--- src/rtl/spq_pkg.sv ---
package spq_pkg;

    localparam int CAPACITY = 16;
    localparam int PRIO_W   = 8;
    localparam int COUNT_W  = $clog2(CAPACITY + 1);

    localparam int DATA_W   = 8;
    localparam int IPRIO_W  = 8;
    localparam int STATUS_W = 2;
    localparam int OCC_W    = 5;

    localparam logic OP_INSERT = 1'b0;
    localparam logic OP_REMOVE = 1'b1;

    localparam logic [STATUS_W-1:0] STATUS_OK    = 2'd0;
    localparam logic [STATUS_W-1:0] STATUS_FULL  = 2'd1;
    localparam logic [STATUS_W-1:0] STATUS_EMPTY = 2'd2;

    typedef struct packed {
        logic                capture;    // latch the accepted item
        logic                do_insert;  // place the held entry in order
        logic                do_remove;  // pop the head entry
        logic                load_rsp;   // latch the result fields
        logic [STATUS_W-1:0] status;
    } spq_cmd_t;

    typedef struct packed {
        logic op_remove;
        logic full;
        logic empty;
    } spq_stat_t;

endpackage

--- src/rtl/spq_req_if.sv ---
interface spq_req_if
    import spq_pkg::*;
();
    logic               valid;
    logic               ready;
    logic               operation;
    logic [DATA_W-1:0]  item_data;
    logic [IPRIO_W-1:0] item_priority;

    modport source (output valid, operation, item_data, item_priority, input ready);
    modport sink   (input valid, operation, item_data, item_priority, output ready);
endinterface

--- src/rtl/spq_rsp_if.sv ---
interface spq_rsp_if
    import spq_pkg::*;
();
    logic                valid;
    logic                ready;
    logic [STATUS_W-1:0] status;
    logic [DATA_W-1:0]   removed_data;
    logic [IPRIO_W-1:0]  removed_priority;
    logic [OCC_W-1:0]    occupancy;

    modport source (output valid, status, removed_data, removed_priority, occupancy,
                    input ready);
    modport sink   (input valid, status, removed_data, removed_priority, occupancy,
                    output ready);
endinterface

--- src/rtl/sorted_priority_queue_top.sv ---
// Sorted priority queue of byte entries, each tagged with a priority.
//
// Channels: req carries one item per operation (operation 0 inserts
// item_data at item_priority, operation 1 removes the head entry);
// rsp returns exactly one item per request with status, the removed
// entry (zero unless a remove succeeded) and the occupancy afterwards.
// Entries leave in ascending priority value; equal priorities leave in
// arrival order. Insert into a full queue drops the entry and reports
// full; remove from an empty queue reports empty.
//
// Timing: req.ready is high while the controller is idle. The result
// shows on rsp once a taken request has passed the execute state;
// req.ready returns only after rsp is taken, so no new request is
// taken before the last result has left. The pace is set by the
// controller's idle / execute / respond sequence; the cell array
// shifts all entries at once, each cell comparing in parallel.
//
// Reset empties the queue at once (no clearing pass). A stalled rsp
// holds its item and blocks new requests until it is taken.
module sorted_priority_queue_top
    import spq_pkg::*;
(
    input  logic  clk,
    input  logic  rst_n,
    spq_req_if.sink   req,
    spq_rsp_if.source rsp
);

    spq_cmd_t  cmd;
    spq_stat_t stat;

    // Sequence each operation: capture, execute, respond.
    spq_ctrl u_ctrl (
        .clk       (clk),
        .rst_n     (rst_n),
        .req_valid (req.valid),
        .req_ready (req.ready),
        .rsp_valid (rsp.valid),
        .rsp_ready (rsp.ready),
        .stat      (stat),
        .cmd       (cmd)
    );

    // Ordered cell array, entry count and result registers.
    spq_datapath u_datapath (
        .clk              (clk),
        .rst_n            (rst_n),
        .cmd              (cmd),
        .stat             (stat),
        .operation        (req.operation),
        .item_data        (req.item_data),
        .item_priority    (req.item_priority),
        .status           (rsp.status),
        .removed_data     (rsp.removed_data),
        .removed_priority (rsp.removed_priority),
        .occupancy        (rsp.occupancy)
    );

endmodule

--- src/rtl/spq_ctrl.sv ---
module spq_ctrl
    import spq_pkg::*;
(
    input  logic      clk,
    input  logic      rst_n,
    input  logic      req_valid,
    output logic      req_ready,
    output logic      rsp_valid,
    input  logic      rsp_ready,
    input  spq_stat_t stat,
    output spq_cmd_t  cmd
);

    localparam logic [1:0] ST_IDLE = 2'd0;
    localparam logic [1:0] ST_EXEC = 2'd1;
    localparam logic [1:0] ST_RESP = 2'd2;

    logic [1:0] state_reg;
    logic [1:0] state_next;

    assign req_ready = (state_reg == ST_IDLE);
    assign rsp_valid = (state_reg == ST_RESP);

    always_comb
    begin
        state_next    = state_reg;
        cmd           = '0;
        cmd.status    = STATUS_OK;
        case (state_reg)
            ST_IDLE:
            begin
                if (req_valid)
                begin
                    cmd.capture = 1'b1;
                    state_next  = ST_EXEC;
                end
            end
            ST_EXEC:
            begin
                cmd.load_rsp = 1'b1;
                if (stat.op_remove)
                begin
                    if (stat.empty)
                        cmd.status = STATUS_EMPTY;
                    else
                        cmd.do_remove = 1'b1;
                end
                else
                begin
                    if (stat.full)
                        cmd.status = STATUS_FULL;
                    else
                        cmd.do_insert = 1'b1;
                end
                state_next = ST_RESP;
            end
            ST_RESP:
            begin
                if (rsp_ready)
                    state_next = ST_IDLE;
            end
            default:
            begin
                state_next = ST_IDLE;
            end
        endcase
    end

    always_ff @(posedge clk or negedge rst_n)
    begin
        if (!rst_n)
            state_reg <= ST_IDLE;
        else
            state_reg <= state_next;
    end

endmodule

--- src/rtl/spq_datapath.sv ---
module spq_datapath
    import spq_pkg::*;
(
    input  logic                clk,
    input  logic                rst_n,
    input  spq_cmd_t            cmd,
    output spq_stat_t           stat,
    input  logic                operation,
    input  logic [DATA_W-1:0]   item_data,
    input  logic [IPRIO_W-1:0]  item_priority,
    output logic [STATUS_W-1:0] status,
    output logic [DATA_W-1:0]   removed_data,
    output logic [IPRIO_W-1:0]  removed_priority,
    output logic [OCC_W-1:0]    occupancy
);

    logic [DATA_W-1:0]   data_reg [CAPACITY];
    logic [DATA_W-1:0]   data_next [CAPACITY];
    logic [PRIO_W-1:0]   prio_reg [CAPACITY];
    logic [PRIO_W-1:0]   prio_next [CAPACITY];
    logic [COUNT_W-1:0]  count_reg;
    logic [COUNT_W-1:0]  count_next;

    logic                op_reg;
    logic [DATA_W-1:0]   new_data_reg;
    logic [PRIO_W-1:0]   new_prio_reg;

    logic [STATUS_W-1:0] status_reg;
    logic [DATA_W-1:0]   rdata_reg;
    logic [IPRIO_W-1:0]  rprio_reg;
    logic [OCC_W-1:0]    occ_reg;

    // Cell holds an entry that stays ahead of the new one.
    logic [CAPACITY-1:0] keep;

    assign stat.op_remove = (op_reg == OP_REMOVE);
    assign stat.full      = (count_reg == COUNT_W'(CAPACITY));
    assign stat.empty     = (count_reg == '0);

    always_comb
    begin
        for (int i = 0; i < CAPACITY; i++)
        begin
            keep[i] = (COUNT_W'(i) < count_reg) && (prio_reg[i] <= new_prio_reg);
        end
    end

    always_comb
    begin
        count_next = count_reg;
        for (int i = 0; i < CAPACITY; i++)
        begin
            data_next[i] = data_reg[i];
            prio_next[i] = prio_reg[i];
        end
        if (cmd.do_insert)
        begin
            count_next = count_reg + COUNT_W'(1);
            for (int i = 0; i < CAPACITY; i++)
            begin
                if (!keep[i])
                begin
                    if (i == 0 || keep[(i == 0) ? 0 : i - 1])
                    begin
                        data_next[i] = new_data_reg;
                        prio_next[i] = new_prio_reg;
                    end
                    else
                    begin
                        data_next[i] = data_reg[(i == 0) ? 0 : i - 1];
                        prio_next[i] = prio_reg[(i == 0) ? 0 : i - 1];
                    end
                end
            end
        end
        else if (cmd.do_remove)
        begin
            count_next = count_reg - COUNT_W'(1);
            for (int i = 0; i < CAPACITY - 1; i++)
            begin
                data_next[i] = data_reg[i + 1];
                prio_next[i] = prio_reg[i + 1];
            end
        end
    end

    always_ff @(posedge clk)
    begin
        for (int i = 0; i < CAPACITY; i++)
        begin
            data_reg[i] <= data_next[i];
            prio_reg[i] <= prio_next[i];
        end
        if (cmd.capture)
        begin
            op_reg       <= operation;
            new_data_reg <= item_data;
            new_prio_reg <= PRIO_W'(item_priority);
        end
        if (cmd.load_rsp)
        begin
            status_reg <= cmd.status;
            occ_reg    <= OCC_W'(count_next);
            if (cmd.do_remove)
            begin
                rdata_reg <= data_reg[0];
                rprio_reg <= IPRIO_W'(prio_reg[0]);
            end
            else
            begin
                rdata_reg <= '0;
                rprio_reg <= '0;
            end
        end
    end

    always_ff @(posedge clk or negedge rst_n)
    begin
        if (!rst_n)
            count_reg <= '0;
        else
            count_reg <= count_next;
    end

    assign status           = status_reg;
    assign removed_data     = rdata_reg;
    assign removed_priority = rprio_reg;
    assign occupancy        = occ_reg;

endmodule

--- src/flat_wrapper.sv ---
// flat-port wrapper written by rule: the top's interface ports become plain ports
module sorted_priority_queue_top_flat import spq_pkg::*;
  (clk, rst_n, req_valid, req_operation, req_item_data, req_item_priority, req_ready, rsp_valid, rsp_status, rsp_removed_data, rsp_removed_priority, rsp_occupancy, rsp_ready);
  spq_req_if req_i ();
  spq_rsp_if rsp_i ();
  input  logic clk;
  input  logic rst_n;
  input wire logic [$bits(req_i.valid)-1:0] req_valid;
  input wire logic [$bits(req_i.operation)-1:0] req_operation;
  input wire logic [$bits(req_i.item_data)-1:0] req_item_data;
  input wire logic [$bits(req_i.item_priority)-1:0] req_item_priority;
  output wire logic [$bits(req_i.ready)-1:0] req_ready;
  output wire logic [$bits(rsp_i.valid)-1:0] rsp_valid;
  output wire logic [$bits(rsp_i.status)-1:0] rsp_status;
  output wire logic [$bits(rsp_i.removed_data)-1:0] rsp_removed_data;
  output wire logic [$bits(rsp_i.removed_priority)-1:0] rsp_removed_priority;
  output wire logic [$bits(rsp_i.occupancy)-1:0] rsp_occupancy;
  input wire logic [$bits(rsp_i.ready)-1:0] rsp_ready;
  assign req_i.valid = req_valid;
  assign req_i.operation = req_operation;
  assign req_i.item_data = req_item_data;
  assign req_i.item_priority = req_item_priority;
  assign req_ready = req_i.ready;
  assign rsp_valid = rsp_i.valid;
  assign rsp_status = rsp_i.status;
  assign rsp_removed_data = rsp_i.removed_data;
  assign rsp_removed_priority = rsp_i.removed_priority;
  assign rsp_occupancy = rsp_i.occupancy;
  assign rsp_i.ready = rsp_ready;
  sorted_priority_queue_top u_core (.clk(clk), .rst_n(rst_n), .req(req_i), .rsp(rsp_i));
endmodule
--- config.mk ---
export PLATFORM = sky130hd
export DESIGN_NAME = sorted_priority_queue_top_flat
export DESIGN_NICKNAME = d
export VERILOG_FILES = /design/src/rtl/spq_pkg.sv /design/src/rtl/spq_req_if.sv /design/src/rtl/spq_rsp_if.sv /design/src/rtl/sorted_priority_queue_top.sv /design/src/rtl/spq_ctrl.sv /design/src/rtl/spq_datapath.sv /design/src/flat_wrapper.sv
export SDC_FILE = /design/constraint.sdc
export NUM_CORES = 1
export LEC_CHECK = 0
export BUFFER_PORTS_ARGS = -buffer_cell sky130_fd_sc_hd__buf_2
export CAP_MARGIN = 30
export CORE_MARGIN = 2
export CORE_UTILIZATION = 47
export DETAILED_ROUTE_END_ITERATION = 6
export PLACE_DENSITY = 0.7
export SLEW_MARGIN = 30
export SYNTH_ARGS = -nofsm -noshare
export SYNTH_HDL_FRONTEND = slang
export SYNTH_HIERARCHICAL = 1
export SYNTH_SLANG_ARGS = --single-unit
--- constraint.sdc ---
create_clock -name clk -period 4.5 [get_ports clk]
set_input_delay 0.45 -clock clk [delete_from_list [all_inputs] [get_ports clk]]
set_output_delay 0.45 -clock clk [all_outputs]
set_load 0.02 [all_outputs]
==> results by group <==
Outcome
  – Outcome: finished, violations left
  – Failing checks: DRC

Synth
  – Primary FF master, synth: edfxtp_1
  – Seq/Total Area, Yosys: about 46%
  – Syn Inst Count: 1,977
  – Post-synth EDFFs: 296
  – Yosys cell types: 55
  – Post-Synth XOR/XNOR Area: less than 1%
  – Synth Area in Compound Gates: 21.8%
  – Simple-gate share of the synthesized area: between 15 and 20%
  – Synth warn: 6
  – #FFs+latches synth: 303
  – Mapped Area: between 15,000 and 20,000 µm²
  – Largest family of logic cells by synthesized area: compound AO/OA/AOI/OAI gates
  – Mux share of post-synthesis cell area: 1.02%
  – Post-Synth Adder-Cell Area: under 10%
  – Asr flop ratio synth: approximately 2.3%
  – Syn Nets: 2,130
  – Mapped Avg Cell Area: 9.96 µm²

Clock tree
  – H-tree Lvls: 2
  – Root Buffer: clkbuf_16
  – CTS Buf Count: 37
  – Clock sink count: 303
  – CTS tree: yes
  – CTS Buffer Depth: 3
  – Clock Pin Slew Worst Setup and Hold Paths: about 0.060 ns
  – Setup bufs post-CTS: 0
  – Worst skew pair latency: 0.56 ns
  – Resize count post-CTS: 0

Worst setup path
  – Crit Path Category: reg2reg
  – Critical Path Fanout Max: 17
  – Slowest cell on crit path: edfxtp_1
  – Critical Path End Type: flip-flop
  – CP Cell Sequence: inv_1 -> buf_4 -> ha_1 -> nand4_1 -> nor2_1 -> a211o_1 -> a41oi_1 -> buf_4
  – Reg-to-reg endpoint: u_core/u_datapath/data_reg[1][22]$_DFFE_PP_
  – CP arrival: 4.20 ns
  – Max stage delay on crit path: ~0.87 ns
  – Crit path top cell by count: buf_4
  – CP top delay family: buffers and inverters
  – CP Launch Type: flip-flop
  – Worst reg2reg path depth: 8
  – Reg-to-reg setup timing slack: between 0.6 and 0.7 ns
  – Reg2reg start: u_core/u_datapath/new_prio_reg[5]$_DFFE_PP_
  – CP required: 4.81 ns
  – Sum of buffers and inverters on the critical path: 3

Power
  – Final Power: 15.9 mW
  – Pleak: 7.69 nW
  – Peak supply drop: approximately 0.00041 V
  – Pwr dens: 734 nW/µm²

Worst hold path
  – Hold Crit Start: req_item_data[2]
  – Hold Path Depth: 1
  – HP Class: in2reg
  – WHS Endpoint: u_core/u_datapath/new_data_reg[2]$_DFFE_PP_

STA
  – Min cycle time layout: 3.89 ns
  – Final hold violations: 0
  – Final critical-path share of the clock period: around 86%
  – Final worst-path setup slack: between 0.6 and 0.7 ns
  – Pins Over Slew Limit: 0
  – F_max: 257 MHz
  – Setup TNS: 0 ns
  – Endpoints failing setup: 0
  – Worst slew pin tran: ~1.1 ns
  – Fin Hold WS: 0.0556 ns
  – Slew headroom: approximately 28%
  – Layout Skew: 0.0257 ns
  – Setup repair after global routing missed its margin: false

Drt
  – Drt drc: 3
  – DR pass1 iterations: 7
  – Via count: 17,791
  – WL final: roughly 66,000 µm
  – Via density: around 7
  – WL/cell: between 20 and 30 µm
  – Initial DRC Count: between 2,000 and 2,500
  – Routed Antenna Nets: 0

Floorplanning
  – IO Count: 46
  – Die height: around 210 µm
  – Starting Density: 47.9%
  – Core footprint: 41,100 µm²
  – # rows: 74
  – Die outline area: 43,500 µm²
  – Horiz. Die Dim: approximately 210 µm

Global routing
  – First-pass GRT wire length: roughly 99,000 µm
  – Initial antenna violation count: 0
  – Largest net degree at the start of global routing: approximately 140
  – Overall Global Routing Usage: between 20% and 30%
  – Total global routing overflow: 0
  – Number of global-route vias before repair: 17,094

Finish
  – Final #Nets: 2,078
  – Synth-to-Final Area Change: 9.96%
  – Antenna Cells: 0
  – Layout cell share with drive strength beyond 1: 12.1%

Placed design
  – Routability cong.: approximately 0.93
  – Worst slack, placed: roughly 0.76 ns
  – Port Buf Inserts: 45
  – Post-DP HPWL: 44,500 µm

Run
  – Total of max-cap violations: 0
-- placed cells by master, fill, tap and decap left out, types with 4 or more instances in the layout --
master       n
o21ai_0     39
clkinv_1     5
a21o_1       4
inv_1       42
nand3_1     35
clkbuf_1     5
a21oi_2      5
a31oi_1    226
a211oi_4    11
nand4_1    252
nor2_1     214
ha_1       132
clkbuf_16   38
buf_2       45
a211o_1     44
edfxtp_1   296
o21ai_1     11
o211ai_1    12
buf_4       70
nand2_1     40
mux2_2      17
and2_1      21
nor2b_1     48
dfrtp_1      7
a21oi_1     49
a41oi_1     11
clkinv_2    10
buf_12       5
nor2b_2     10
o31ai_1    192
-- cells in the mapped netlist, types with 3 or more instances --
cell type  count  share of area, %
edfxtp_1     296                45
nand4_1      252               8.0
a31oi_1      226               7.2
nor2_1       214               4.1
o31ai_1      192               7.3
clkbuf_1     160               3.0
ha_1         132               8.4
nor2b_1       58               1.8
a21oi_1       50               1.3
a211o_1       44               2.0
inv_1         42              0.80
nand2_1       40              0.76
o21ai_0       39              0.99
nand3_1       35              0.89
buf_2         34              0.86
and2_1        22              0.70
mux2_2        17              0.97
o211ai_1      12              0.46
o21ai_1       12              0.31
a41oi_1       11              0.49
a211oi_2      10              0.64
dfrtp_1        7              0.89
buf_6          6              0.34
buf_1          5             0.095
buf_4          5              0.19
a211oi_1       4              0.15
a21o_1         4              0.15
a21oi_2        4              0.18
and4_1         3              0.13
o22ai_1        3             0.095
xor2_1         3              0.13
-- logic make-up after synthesis --
logic type,Yosys count
simple gates,641
compound gates,623
flops,303
buf+inv,256
fa+ha+maj,132
mux,18
xor+xnor,4
-- what timing repair did --
item                                    in CTS  in global routing
hold buffers                                 1                  0
endpoints found under the setup margin       0                  0
hold endpoints to repair                     7                  0
-- where the power goes --
part	switching (mW)	internal [mW]	leakage [nW]
Sequential	0.904	4.50	2.83
Clock	1.26	1.77	0.598
Combinational	5.07	2.39	4.26
Total	7.23	8.66	7.69
-- per-layer routing --
metal / routed length, µm / track usage [%]
met4: 3850 / 16.2
met1: 25500 / 38.3
met2: 29900 / 46.0
met3: 6460 / 5.14
met5: 0 / 0
-- cell type report --
class                   count  area, µm²
clock buffers              46       1010
repair buffers            121        861
multi-input cells        1418       9700
flip-flops and latches    303       9060
well taps                 532        666
inverters                  44        165
fillers                  3651      19500
clock inverters            20        186
-- how the worst max path moves through the flow --
stage	depth (start not counted)	slack, ns	endpoint	startpoint
6_report	8	0.61	u_core/u_datapath/data_reg[1][22]$_DFFE_PP_	u_core/u_datapath/new_prio_reg[5]$_DFFE_PP_
3_5_place_dp	6	0.76	u_core/u_datapath/prio_reg[0][10]$_DFFE_PP_	u_core/u_datapath/new_prio_reg[5]$_DFFE_PP_
3_3_place_gp	6	0.88	u_core/u_datapath/prio_reg[0][15]$_DFFE_PP_	u_core/u_datapath/new_prio_reg[5]$_DFFE_PP_
4_1_cts	7	0.72	u_core/u_datapath/prio_reg[0][62]$_DFFE_PP_	u_core/u_datapath/new_prio_reg[5]$_DFFE_PP_
2_1_floorplan	9	0.96	u_core/u_datapath/data_reg[0][0]$_DFFE_PP_	u_core/u_datapath/new_prio_reg[7]$_DFFE_PP_
5_1_grt	8	0.49	u_core/u_datapath/data_reg[1][18]$_DFFE_PP_	u_core/u_datapath/new_prio_reg[5]$_DFFE_PP_
-- stage by stage --
stage                     utilization [%]  area (µm²)  cells
after detailed placement             49.5       20300   2417
after global placement               49.4       20300   2417
after global routing                 52.7       21700   2484
final                                52.7       21700   2484
after CTS                            52.4       21500   2484
after floorplan                         -       19700   1977
(Power assumes the default switching activity.)
